<file path="config.mk">
export PLATFORM = sky130hd
export DESIGN_NAME = vap_lane
export DESIGN_NICKNAME = d
export VERILOG_FILES = /design/src/vap_pkg.sv /design/src/vap_lane.sv
export SDC_FILE = /design/constraint.sdc
export NUM_CORES = 2
export LEC_CHECK = 0
export BUFFER_PORTS_ARGS = -buffer_cell sky130_fd_sc_hd__buf_2
export CORE_UTILIZATION = 70
export DETAILED_ROUTE_END_ITERATION = 16
export PLACE_DENSITY = 0.89
export SYNTH_ARGS = -nofsm -noshare
export SYNTH_HDL_FRONTEND = slang
export SYNTH_SLANG_ARGS = --single-unit
export TNS_END_PERCENT = 5
</file>
<file path="constraint.sdc">
create_clock -name clk_i -period 29 [get_ports clk_i]
set_input_delay 5.8 -clock clk_i [delete_from_list [all_inputs] [get_ports clk_i]]
set_output_delay 5.8 -clock clk_i [all_outputs]
set_load 0.02 [all_outputs]
</file>
<file path="src/vap_pkg.sv">
// vertex attribute packer package: word types, format codes, per-format lane set-up
// no dependencies
package vap_pkg;

  // format codes
  localparam logic [3:0] FMT_F1   = 4'd0;
  localparam logic [3:0] FMT_F2   = 4'd1;
  localparam logic [3:0] FMT_S2   = 4'd2;
  localparam logic [3:0] FMT_S2N  = 4'd3;
  localparam logic [3:0] FMT_F3   = 4'd4;
  localparam logic [3:0] FMT_F4   = 4'd5;
  localparam logic [3:0] FMT_S4   = 4'd6;
  localparam logic [3:0] FMT_S4N  = 4'd7;
  localparam logic [3:0] FMT_UB4  = 4'd8;
  localparam logic [3:0] FMT_UB4N = 4'd9;
  localparam logic [3:0] FMT_B4   = 4'd10;
  localparam logic [3:0] FMT_B4N  = 4'd11;

  localparam int unsigned NumLanes = 4;

  // float32 biased exponents that bound the conversion paths
  localparam logic [7:0] ExpOne     = 8'd127;  // 1.0
  localparam logic [7:0] ExpIntSat  = 8'd151;  // 2^24, above every integer limit
  localparam logic [7:0] ExpNormLow = 8'd110;  // below 2^-17 scaled value is under 0.25
  localparam logic [7:0] ExpUnit    = 8'd150;  // exponent where the lsb of m weighs 1
  localparam logic [7:0] ExpNan     = 8'd255;

  typedef enum logic [1:0] {
    KIND_PASS,
    KIND_INT,
    KIND_NORM
  } lane_kind_e;

  typedef struct packed {
    logic [3:0]  func;
    logic [31:0] comp_x;
    logic [31:0] comp_y;
    logic [31:0] comp_z;
    logic [31:0] comp_w;
  } vap_in_t;

  typedef struct packed {
    logic [31:0] lane0;
    logic [31:0] lane1;
    logic [31:0] lane2;
    logic [31:0] lane3;
    logic [4:0]  bytes_written;
    logic        bad_format;
  } vap_out_t;

  typedef struct packed {
    lane_kind_e  kind;
    logic [2:0]  n_lanes;
    logic [4:0]  bytes;
    logic        bad;
    logic [14:0] scale;
    logic [3:0]  scale_msb;
    logic [15:0] pos_max;
    logic [15:0] neg_max;
    logic        is_unsigned;
    logic        narrow;
  } fmt_cfg_t;

  typedef struct packed {
    logic [4:0] bytes;
    logic       bad;
  } item_info_t;

  function automatic fmt_cfg_t decode_fmt(input logic [3:0] func);
    fmt_cfg_t c;
    c = '{kind: KIND_PASS, n_lanes: 3'd0, bytes: 5'd0, bad: 1'b0, scale: 15'd0,
          scale_msb: 4'd0, pos_max: 16'd0, neg_max: 16'd0, is_unsigned: 1'b0,
          narrow: 1'b0};
    unique case (func)
      FMT_F1: begin c.n_lanes = 3'd1; c.bytes = 5'd4; end
      FMT_F2: begin c.n_lanes = 3'd2; c.bytes = 5'd8; end
      FMT_F3: begin c.n_lanes = 3'd3; c.bytes = 5'd12; end
      FMT_F4: begin c.n_lanes = 3'd4; c.bytes = 5'd16; end
      FMT_S2, FMT_S4: begin
        c.kind = KIND_INT;
        c.n_lanes = (func == FMT_S2) ? 3'd2 : 3'd4;
        c.bytes = (func == FMT_S2) ? 5'd4 : 5'd8;
        c.pos_max = 16'd32767;
        c.neg_max = 16'd32768;
      end
      FMT_S2N, FMT_S4N: begin
        c.kind = KIND_NORM;
        c.n_lanes = (func == FMT_S2N) ? 3'd2 : 3'd4;
        c.bytes = (func == FMT_S2N) ? 5'd4 : 5'd8;
        c.scale = 15'd32767;
        c.scale_msb = 4'd14;
      end
      FMT_UB4: begin
        c.kind = KIND_INT; c.n_lanes = 3'd4; c.bytes = 5'd4;
        c.pos_max = 16'd255; c.is_unsigned = 1'b1; c.narrow = 1'b1;
      end
      FMT_UB4N: begin
        c.kind = KIND_NORM; c.n_lanes = 3'd4; c.bytes = 5'd4;
        c.scale = 15'd255; c.scale_msb = 4'd7; c.is_unsigned = 1'b1; c.narrow = 1'b1;
      end
      FMT_B4: begin
        c.kind = KIND_INT; c.n_lanes = 3'd4; c.bytes = 5'd4;
        c.pos_max = 16'd127; c.neg_max = 16'd128; c.narrow = 1'b1;
      end
      FMT_B4N: begin
        c.kind = KIND_NORM; c.n_lanes = 3'd4; c.bytes = 5'd4;
        c.scale = 15'd127; c.scale_msb = 4'd6; c.narrow = 1'b1;
      end
      default: c.bad = 1'b1;
    endcase
    return c;
  endfunction

endpackage

</file>
<file path="src/vap_lane.sv">
// one conversion lane: float32 component to float, clamped integer or normalised integer
// depends on vap_pkg; first stage registered inside, second stage combinational
module vap_lane (
  input  logic              clk_i,
  input  logic              en_i,
  input  logic [31:0]       comp_i,
  input  vap_pkg::fmt_cfg_t cfg_i,
  input  logic              active_i,
  output logic [31:0]       lane_o
);

  // first stage signals
  logic        sign;
  logic [7:0]  expo;
  logic [23:0] mant;
  logic        is_nan;
  logic [24:0] int_mag;
  logic [15:0] int_lim;
  logic [15:0] int_clip;
  logic [15:0] int_res;
  logic [38:0] prod;
  logic        zero;

  logic [31:0]               bits_q;
  vap_pkg::lane_kind_e       kind_q;
  logic                      zero_q;
  logic                      sign_q;
  logic [7:0]                expo_q;
  logic [38:0]               prod_q;
  logic [15:0]               int_res_q;
  logic [14:0]               scale_q;
  logic [3:0]                msb_q;
  logic                      narrow_q;

  // unpack the float
  always_comb begin
    sign   = comp_i[31];
    expo   = comp_i[30:23];
    mant   = {(expo != 8'd0), comp_i[22:0]};
    is_nan = (expo == vap_pkg::ExpNan) && (comp_i[22:0] != 23'd0);
  end

  // plain integer: truncate magnitude, then clamp to the signed or unsigned limit
  always_comb begin
    if (expo >= vap_pkg::ExpIntSat) begin
      int_mag = '1;
    end else if (expo >= vap_pkg::ExpOne) begin
      int_mag = {1'b0, mant} >> 5'(vap_pkg::ExpUnit - expo);
    end else begin
      int_mag = '0;
    end
    int_lim  = sign ? cfg_i.neg_max : cfg_i.pos_max;
    int_clip = (int_mag > {9'd0, int_lim}) ? int_lim : int_mag[15:0];
    int_res  = sign ? 16'(~int_clip + 16'd1) : int_clip;
  end

  // normalised: exact mantissa times scale, rounded in the next stage
  always_comb begin
    prod = 39'(mant) * 39'(cfg_i.scale);
    zero = !active_i ||
           ((cfg_i.kind != vap_pkg::KIND_PASS) && (is_nan || (sign && cfg_i.is_unsigned)));
  end

  // stage register
  always_ff @(posedge clk_i) begin
    if (en_i) begin
      bits_q    <= comp_i;
      kind_q    <= cfg_i.kind;
      zero_q    <= zero;
      sign_q    <= sign;
      expo_q    <= expo;
      prod_q    <= prod;
      int_res_q <= int_res;
      scale_q   <= cfg_i.scale;
      msb_q     <= cfg_i.scale_msb;
      narrow_q  <= cfg_i.narrow;
    end
  end

  // second stage: float32 round to nearest even, then round half away from zero
  logic        hi;
  logic [3:0]  drop;
  logic        lsb_b;
  logic        grd_b;
  logic        stk_b;
  logic        rnd;
  logic [40:0] prod_r;
  logic [5:0]  fsh;
  logic [40:0] sum;
  logic [15:0] nmag;
  logic [15:0] norm_mag;
  logic [15:0] norm_res;
  logic [15:0] res;

  always_comb begin
    hi     = prod_q[6'(msb_q) + 6'd24];
    drop   = hi ? 4'(msb_q + 4'd1) : msb_q;
    lsb_b  = prod_q[drop];
    grd_b  = prod_q[4'(drop - 4'd1)];
    stk_b  = (prod_q & ((39'd1 << 4'(drop - 4'd1)) - 39'd1)) != 39'd0;
    rnd    = grd_b && (stk_b || lsb_b);
    prod_r = (({2'b0, prod_q} >> drop) + 41'(rnd)) << drop;
    fsh    = 6'(vap_pkg::ExpUnit - expo_q);
    sum    = prod_r + (41'd1 << 6'(fsh - 6'd1));
    nmag   = 16'(sum >> fsh);
    if (expo_q >= vap_pkg::ExpOne) begin
      norm_mag = {1'b0, scale_q};
    end else if (expo_q < vap_pkg::ExpNormLow) begin
      norm_mag = '0;
    end else begin
      norm_mag = nmag;
    end
    norm_res = sign_q ? 16'(~norm_mag + 16'd1) : norm_mag;
    res      = (kind_q == vap_pkg::KIND_NORM) ? norm_res : int_res_q;
  end

  // lane word
  always_comb begin
    if (zero_q) begin
      lane_o = '0;
    end else if (kind_q == vap_pkg::KIND_PASS) begin
      lane_o = bits_q;
    end else if (narrow_q) begin
      lane_o = {24'd0, res[7:0]};
    end else begin
      lane_o = {16'd0, res};
    end
  end

endmodule

</file>
# Yosys cells after proc, flatten, opt, wreduce, memory -nomap -nowiden
# Index checks and enable logic that the tools add are counted.
totals:
  register_bits: 119
  out_inout_bits: 32
op_classes:
  add_sub_neg: 11
  n_mul: 1
  order_cmp: 8
  n_eq_ne: 2
  n_shift: 6
  mux: 19
  bitwise_logic: 3
  reduce_logical: 13
ops:
  columns: ["operator", "n"]
  rows:
  - ["$mux 16", 8]
  - ["$mux 32", 2]
  - ["$mux 25", 2]
  - ["$add 41x1->41", 1]
  - ["$add 41x41->41", 1]
  - ["$shl 1x6->41 const A", 1]
  - ["$shl 41x4->41", 1]
  - ["$shr 39x4->41", 1]
  - ["$shr 41x6->16", 1]
  - ["$and 39x39->39", 1]
  - ["$mul 24x15->39", 1]
  - ["$reduce_bool 39->1", 1]
  - ["$shl 1x4->39 const A", 1]
  - ["$sub 39x1->39 const B", 1]
  - ["$add 16x1->16 const B", 2]
  - ["$not 16->16", 2]
  - ["$gt 25x16->1", 1]
  - ["$shr 24x5->25", 1]
  - ["$reduce_bool 23->1", 1]
  - ["$ge 8x7->1 const B", 2]
  - ["$lt 4x7->1 const B", 2]
  - ["$bmux 1 s4", 2]
  - ["$eq 8x8->1 const B", 1]
  - ["$ge 8x8->1 const B", 1]
  - ["18 further kinds", 25]

# Logic depth before layout (Yosys ltp)
depth:
  depth_word: 24
  mapped_depth: 52

# Worst setup path after synthesis
# Ideal clock, no wire load.
synth_path:
  path_type: "flip-flop to output port"
  start: "register msb_q[0]"
  end: "output port lane_o[14]"
  arrival_ps: 11854
  path_slack_ps: 11346
  path_stages_with_launch: 46
  cell_sequence: "edfxtp_1 buf_6 nand2b_4 mux4_2 mux2_4 nor3_4 buf_6 buf_2 clkbuf_1 clkbuf_1 clkbuf_1 buf_1 clkbuf_1 ha_1 clkbuf_1 o211a_1 a221oi_1 a311o_1 [... 10 more ...] mux2_2 ha_1 clkbuf_1 nand4_1 o31ai_1 a41o_1 o211ai_1 and3_1 a21oi_1 a221oi_1 o211a_1 a221o_1 a222oi_1 nand4_1 or3_1 o31ai_1 xnor2_1 a211oi_1"
synth_between:
  elab_chain_len: 24
  word_cells_on_any_way: 30
synth_lines:
  columns: ["item", "line_no", "source"]
  rows:
  - ["start, declared", "vap_lane.sv:32", "logic [3:0] msb_q;"]
  - ["start signal, assigned", "vap_lane.sv:75", "msb_q <= cfg_i.scale_msb;"]
  - ["$add 4x5->6", "vap_lane.sv:96", "hi = prod_q[6'(msb_q) + 6'd24];"]
  - ["$bmux 1 s6", "vap_lane.sv:96", null]
  - ["$mux 1 (not written as such)", "vap_lane.sv:96", null]
  - ["$mux 4 (*)", "vap_lane.sv:97", "drop = hi ? 4'(msb_q + 4'd1) : msb_q;"]
  - ["$sub 4x1->4", "vap_lane.sv:99, vap_lane.sv:100", null]
  - ["$shl 1x4->39", "vap_lane.sv:100", "stk_b = (prod_q & ((39'd1 << 4'(drop - 4'd1)) - 39'd1)) != 39'd0;"]
  - ["$sub 39x1->39", "vap_lane.sv:100", null]
  - ["$and 39x39->39", "vap_lane.sv:100", null]
  - ["[... 8 more ...]", null, null]
  - ["$mux 16 (*)", "vap_lane.sv:106", "if (expo_q >= vap_pkg::ExpOne) begin"]
  - ["$not 16->16", "vap_lane.sv:113", "norm_res = sign_q ? 16'(~norm_mag + 16'd1) : norm_mag;"]
  - ["$add 16x1->16", "vap_lane.sv:113", null]
  - ["$mux 16 (*)", "vap_lane.sv:113", null]
  - ["$mux 16 (*)", "vap_lane.sv:114", "res = (kind_q == vap_pkg::KIND_NORM) ? norm_res : int_res_q;"]
  - ["$mux 16 (*)", "vap_lane.sv:123", "end else if (narrow_q) begin"]
  - ["$mux 32 (*)", "vap_lane.sv:121", "end else if (kind_q == vap_pkg::KIND_PASS) begin"]
  - ["$mux 32 (*)", "vap_lane.sv:119", "if (zero_q) begin"]
  - ["end, declared", "vap_lane.sv:9", "output logic [31:0] lane_o"]
# Mark *: on every way between the ends. The rest lies on a longest branch, timed or not. The select of a mux whose other input is x is not followed.

# Worst setup path in the final report
# Ends and elaborated chain as after synthesis.

==> flow_metrics.py <==
metrics = {
    "power_and_ir_drop": {
        "leakage_nw": 13.8,
        "p_per_area_nw_per_um2": 128,
        "peakVddDrop_mv": 0.149,
        "power_mw": 4.03,
    },
    "timing": {
        "tightestPinTransition_ns": 1.25,
        "fmax_mhz": 50.0,
        "setup_slack_ns": 9.01,
        "slew_headroom": 0.163,
        "min_period_ns": 19.99,
        "setup_viol_count_final": 0,
        "rsz0062_at_grt": "no",
        "fin_crit_sh": 0.689,
        "final_hold_viol_count": 0,
        "slew_violations": 0,
        "final.setup.tns_ns": 0,
    },
    "min_path": {
        "hp-start": "cfg_i[34]",
        "hold_depth": 1,
        "hold_class": "in2reg",
        "whs_endpoint": "msb_q[0]",
    },
    "setup_path": {
        "cp_max_fo": 69,
        "max_stage_delay_ns": 0.92,
        "cp_slowest_cell": "ha_1",
        "critPathRequiredTime_ns": 23.20,
        "crit_family": "compound AO/OA/AOI/OAI gates",
        "cp_num_buf_inv": 7,
        "crit_arrival_ns": 14.19,
        "crit_type": "reg2out",
        "startpoint_type": "flip-flop",
        "endpoint_kind": "primary output",
        "cp-startpoint": "msb_q[0]",
    },
    "floorplanning": {
        "die_y_um": 210,
        "ioPinCount": 131,
        "start_util": 0.708,
        "rows": 76,
        "die_x_um": 210,
        "dieArea_sq_um": 44300,
        "coreArea_sq_um": 43000,
    },
    "logic_synthesis": {
        "async_flop_share": 0,
        "synth_top_cell_area_share": 0.188,
        "ys_seq_area_frac": 0.109,
        "ys_ff_latch": 110,
        "synth_warnings": 0,
        "post-synth-top-area-cell": "fa_1",
        "synth_flop_cell": "edfxtp_1",
        "syn_nets": 4348,
        "synth_edf_count": 110,
        "synth_common_cells": "nand2_1, inv_1, fa_1, nor2_1, and2_1",
        "synth_cell_type_count": 102,
        "synth_most_common_cell": "nand2_1",
        "avgSynthCellArea_sq_um": 8.05,
        "synth.cell_area_sq_um": 30400,
        "synthTopCellsByArea": "fa_1, edfxtp_1, ha_1",
        "synthCells": 3781,
    },
    "cts": {
        "cts.sinks": 110,
        "htree_levels": 3,
        "cts_root_buf": "clkbuf_16",
        "clkSlewWorstSetupHoldPaths_ns": 0.08,
        "post_cts_buffers": 0,
        "cts_tree": "yes",
        "cts_hold_buf": 0,
        "cts_buffer_depth": 2,
        "numCtsBuffers": 9,
        "cts_resized": 0,
    },
    "drt": {
        "drc_errors": 0,
        "drt_iter0_markers": 3993,
        "routed_via_density": 7.08,
        "routedWlPerCell_um": 22.6,
        "wl_um": 97100,
        "final_antenna_net_count": 0,
        "dr.pass1.iters": 8,
        "dr_total_vias": 30400,
    },
    "layout": {
        "syn2layout_area_growth_pct": 3.24,
        "layout-drive-gt1-share": 0.0812,
        "nets": 4267,
        "fin_area_sq_um": 31400,
        "multiInputGateArea_sq_um": 25000,
        "fill_cells": 3351,
        "register_area_sq_um": 3300,
        "fin_cells": 4293,
    },
    "placement": {
        "dpl.cell_count": 4274,
        "io_buffers": 121,
        "dp_slack_ns": 9.99,
        "place_congestion": 1.02,
        "placed_area_sq_um": 31100,
        "hpwl_um": 71900,
    },
    "grt": {
        "grt_pass1_wl_um": 154000,
        "grt-ovfl-total": 0,
        "antenna_found_initial": 3,
        "grt.total_usage": 0.435,
        "grt_max_degree": 86,
        "grt_pass1_vias": 29200,
    },
    "flow_run": {
        "maxCapViolCount": 0,
    },
    "run_status": {
        "outcome": "finished, final reports clean",
    },
}
==> state kept, by name, indices dropped and copies added, names as in the netlist <==
register and count:
prod_q 39, zero_q 1, scale_q 15, narrow_q 1, kind_q 2, int_res_q 16, msb_q 4, bits_q 32
==> through the flow <==
| step | hold WS [ns] | util |
|---|---|---|
| finish | 5.59 | 0.731 |
| CTS | 5.58 | 0.731 |
| global route | 5.59 | 0.731 |
| global placement | 5.98 | 0.723 |
| floorplan | 5.90 | - |
| detailed placement | 5.98 | 0.723 |
==> worst max-delay path by stage <==
stage | slack [ns] | depth (start not counted) | end
6_report | 9.01 | 38 | lane_o[14]
5_1_grt | 8.36 | 38 | lane_o[14]
3_5_place_dp | 9.99 | 38 | lane_o[14]
4_1_cts | 9.56 | 38 | lane_o[14]
2_1_floorplan | 11.35 | 45 | lane_o[14]
3_3_place_gp | 10.07 | 38 | lane_o[14]
==> report_power, final <==
group | internal, mW | switching, mW
Sequential | 0.320 | 0.0678
Clock | 0.0701 | 0.0680
Combinational | 1.38 | 2.13
Total | 1.77 | 2.26
==> logic make-up after synthesis <==
group           after synthesis  synth area share
fa+ha+maj                   468             0.263
xor+xnor                    123            0.0356
simple gates               1370             0.217
compound gates              923             0.212
mux                         234            0.0937
flops                       110             0.109
buf+inv                     553            0.0697
==> final cells by class <==
class                           count  area share
Timing Repair Buffer              156      0.0277
Antenna cell                        3    0.000239
Inverter                          305      0.0364
Clock inverter                      7     0.00319
Multi-Input combinational cell   3118       0.797
Clock buffer                        9     0.00717
Tap cell                          585      0.0233
Sequential cell                   110       0.105
==> cell usage in the layout, fill, tap and decap left out, types with 19 or more instances in the layout <==
| master | netlist | layout |
|---|---|---|
| a211oi_1 | 54 | 54 |
| a21o_1 | 44 | 44 |
| a21oi_1 | 184 | 184 |
| a221oi_1 | 25 | 24 |
| a22oi_1 | 23 | 23 |
| a31oi_1 | 45 | 45 |
| and2_1 | 215 | 214 |
| and3_1 | 32 | 32 |
| buf_2 | 12 | 120 |
| buf_4 | 2 | 36 |
| edfxtp_1 | 110 | 110 |
| fa_1 | 285 | 285 |
| ha_1 | 183 | 183 |
| inv_1 | 302 | 300 |
| mux2_2 | 52 | 52 |
| mux2i_1 | 144 | 144 |
| mux4_2 | 33 | 33 |
| nand2_1 | 504 | 504 |
| nand2b_1 | 21 | 21 |
| nand3_1 | 113 | 113 |
| nand4_1 | 46 | 46 |
| nor2_1 | 238 | 238 |
| nor2b_1 | 19 | 19 |
| nor3_1 | 75 | 74 |
| o2111ai_1 | 19 | 19 |
| o211ai_1 | 50 | 50 |
| o21a_1 | 34 | 34 |
| o21ai_0 | 144 | 144 |
| o221ai_1 | 19 | 19 |
| o22ai_1 | 22 | 22 |
| o31ai_1 | 39 | 39 |
| or3_1 | 27 | 27 |
| xnor2_1 | 85 | 84 |
| xor2_1 | 37 | 36 |
==> metal layers <==
metal  vias up  wire length [um]  GRT usage  share of wire
met5         -                18          0        0.00019
met4         2              5330      0.230          0.055
met3       465             11400     0.0805           0.12
met2      2210             44200      0.700           0.46
met1     14300             36100      0.560           0.37
li1      13400                 -          -              -
No activity file was read; power rests on OpenSTA's default activity.
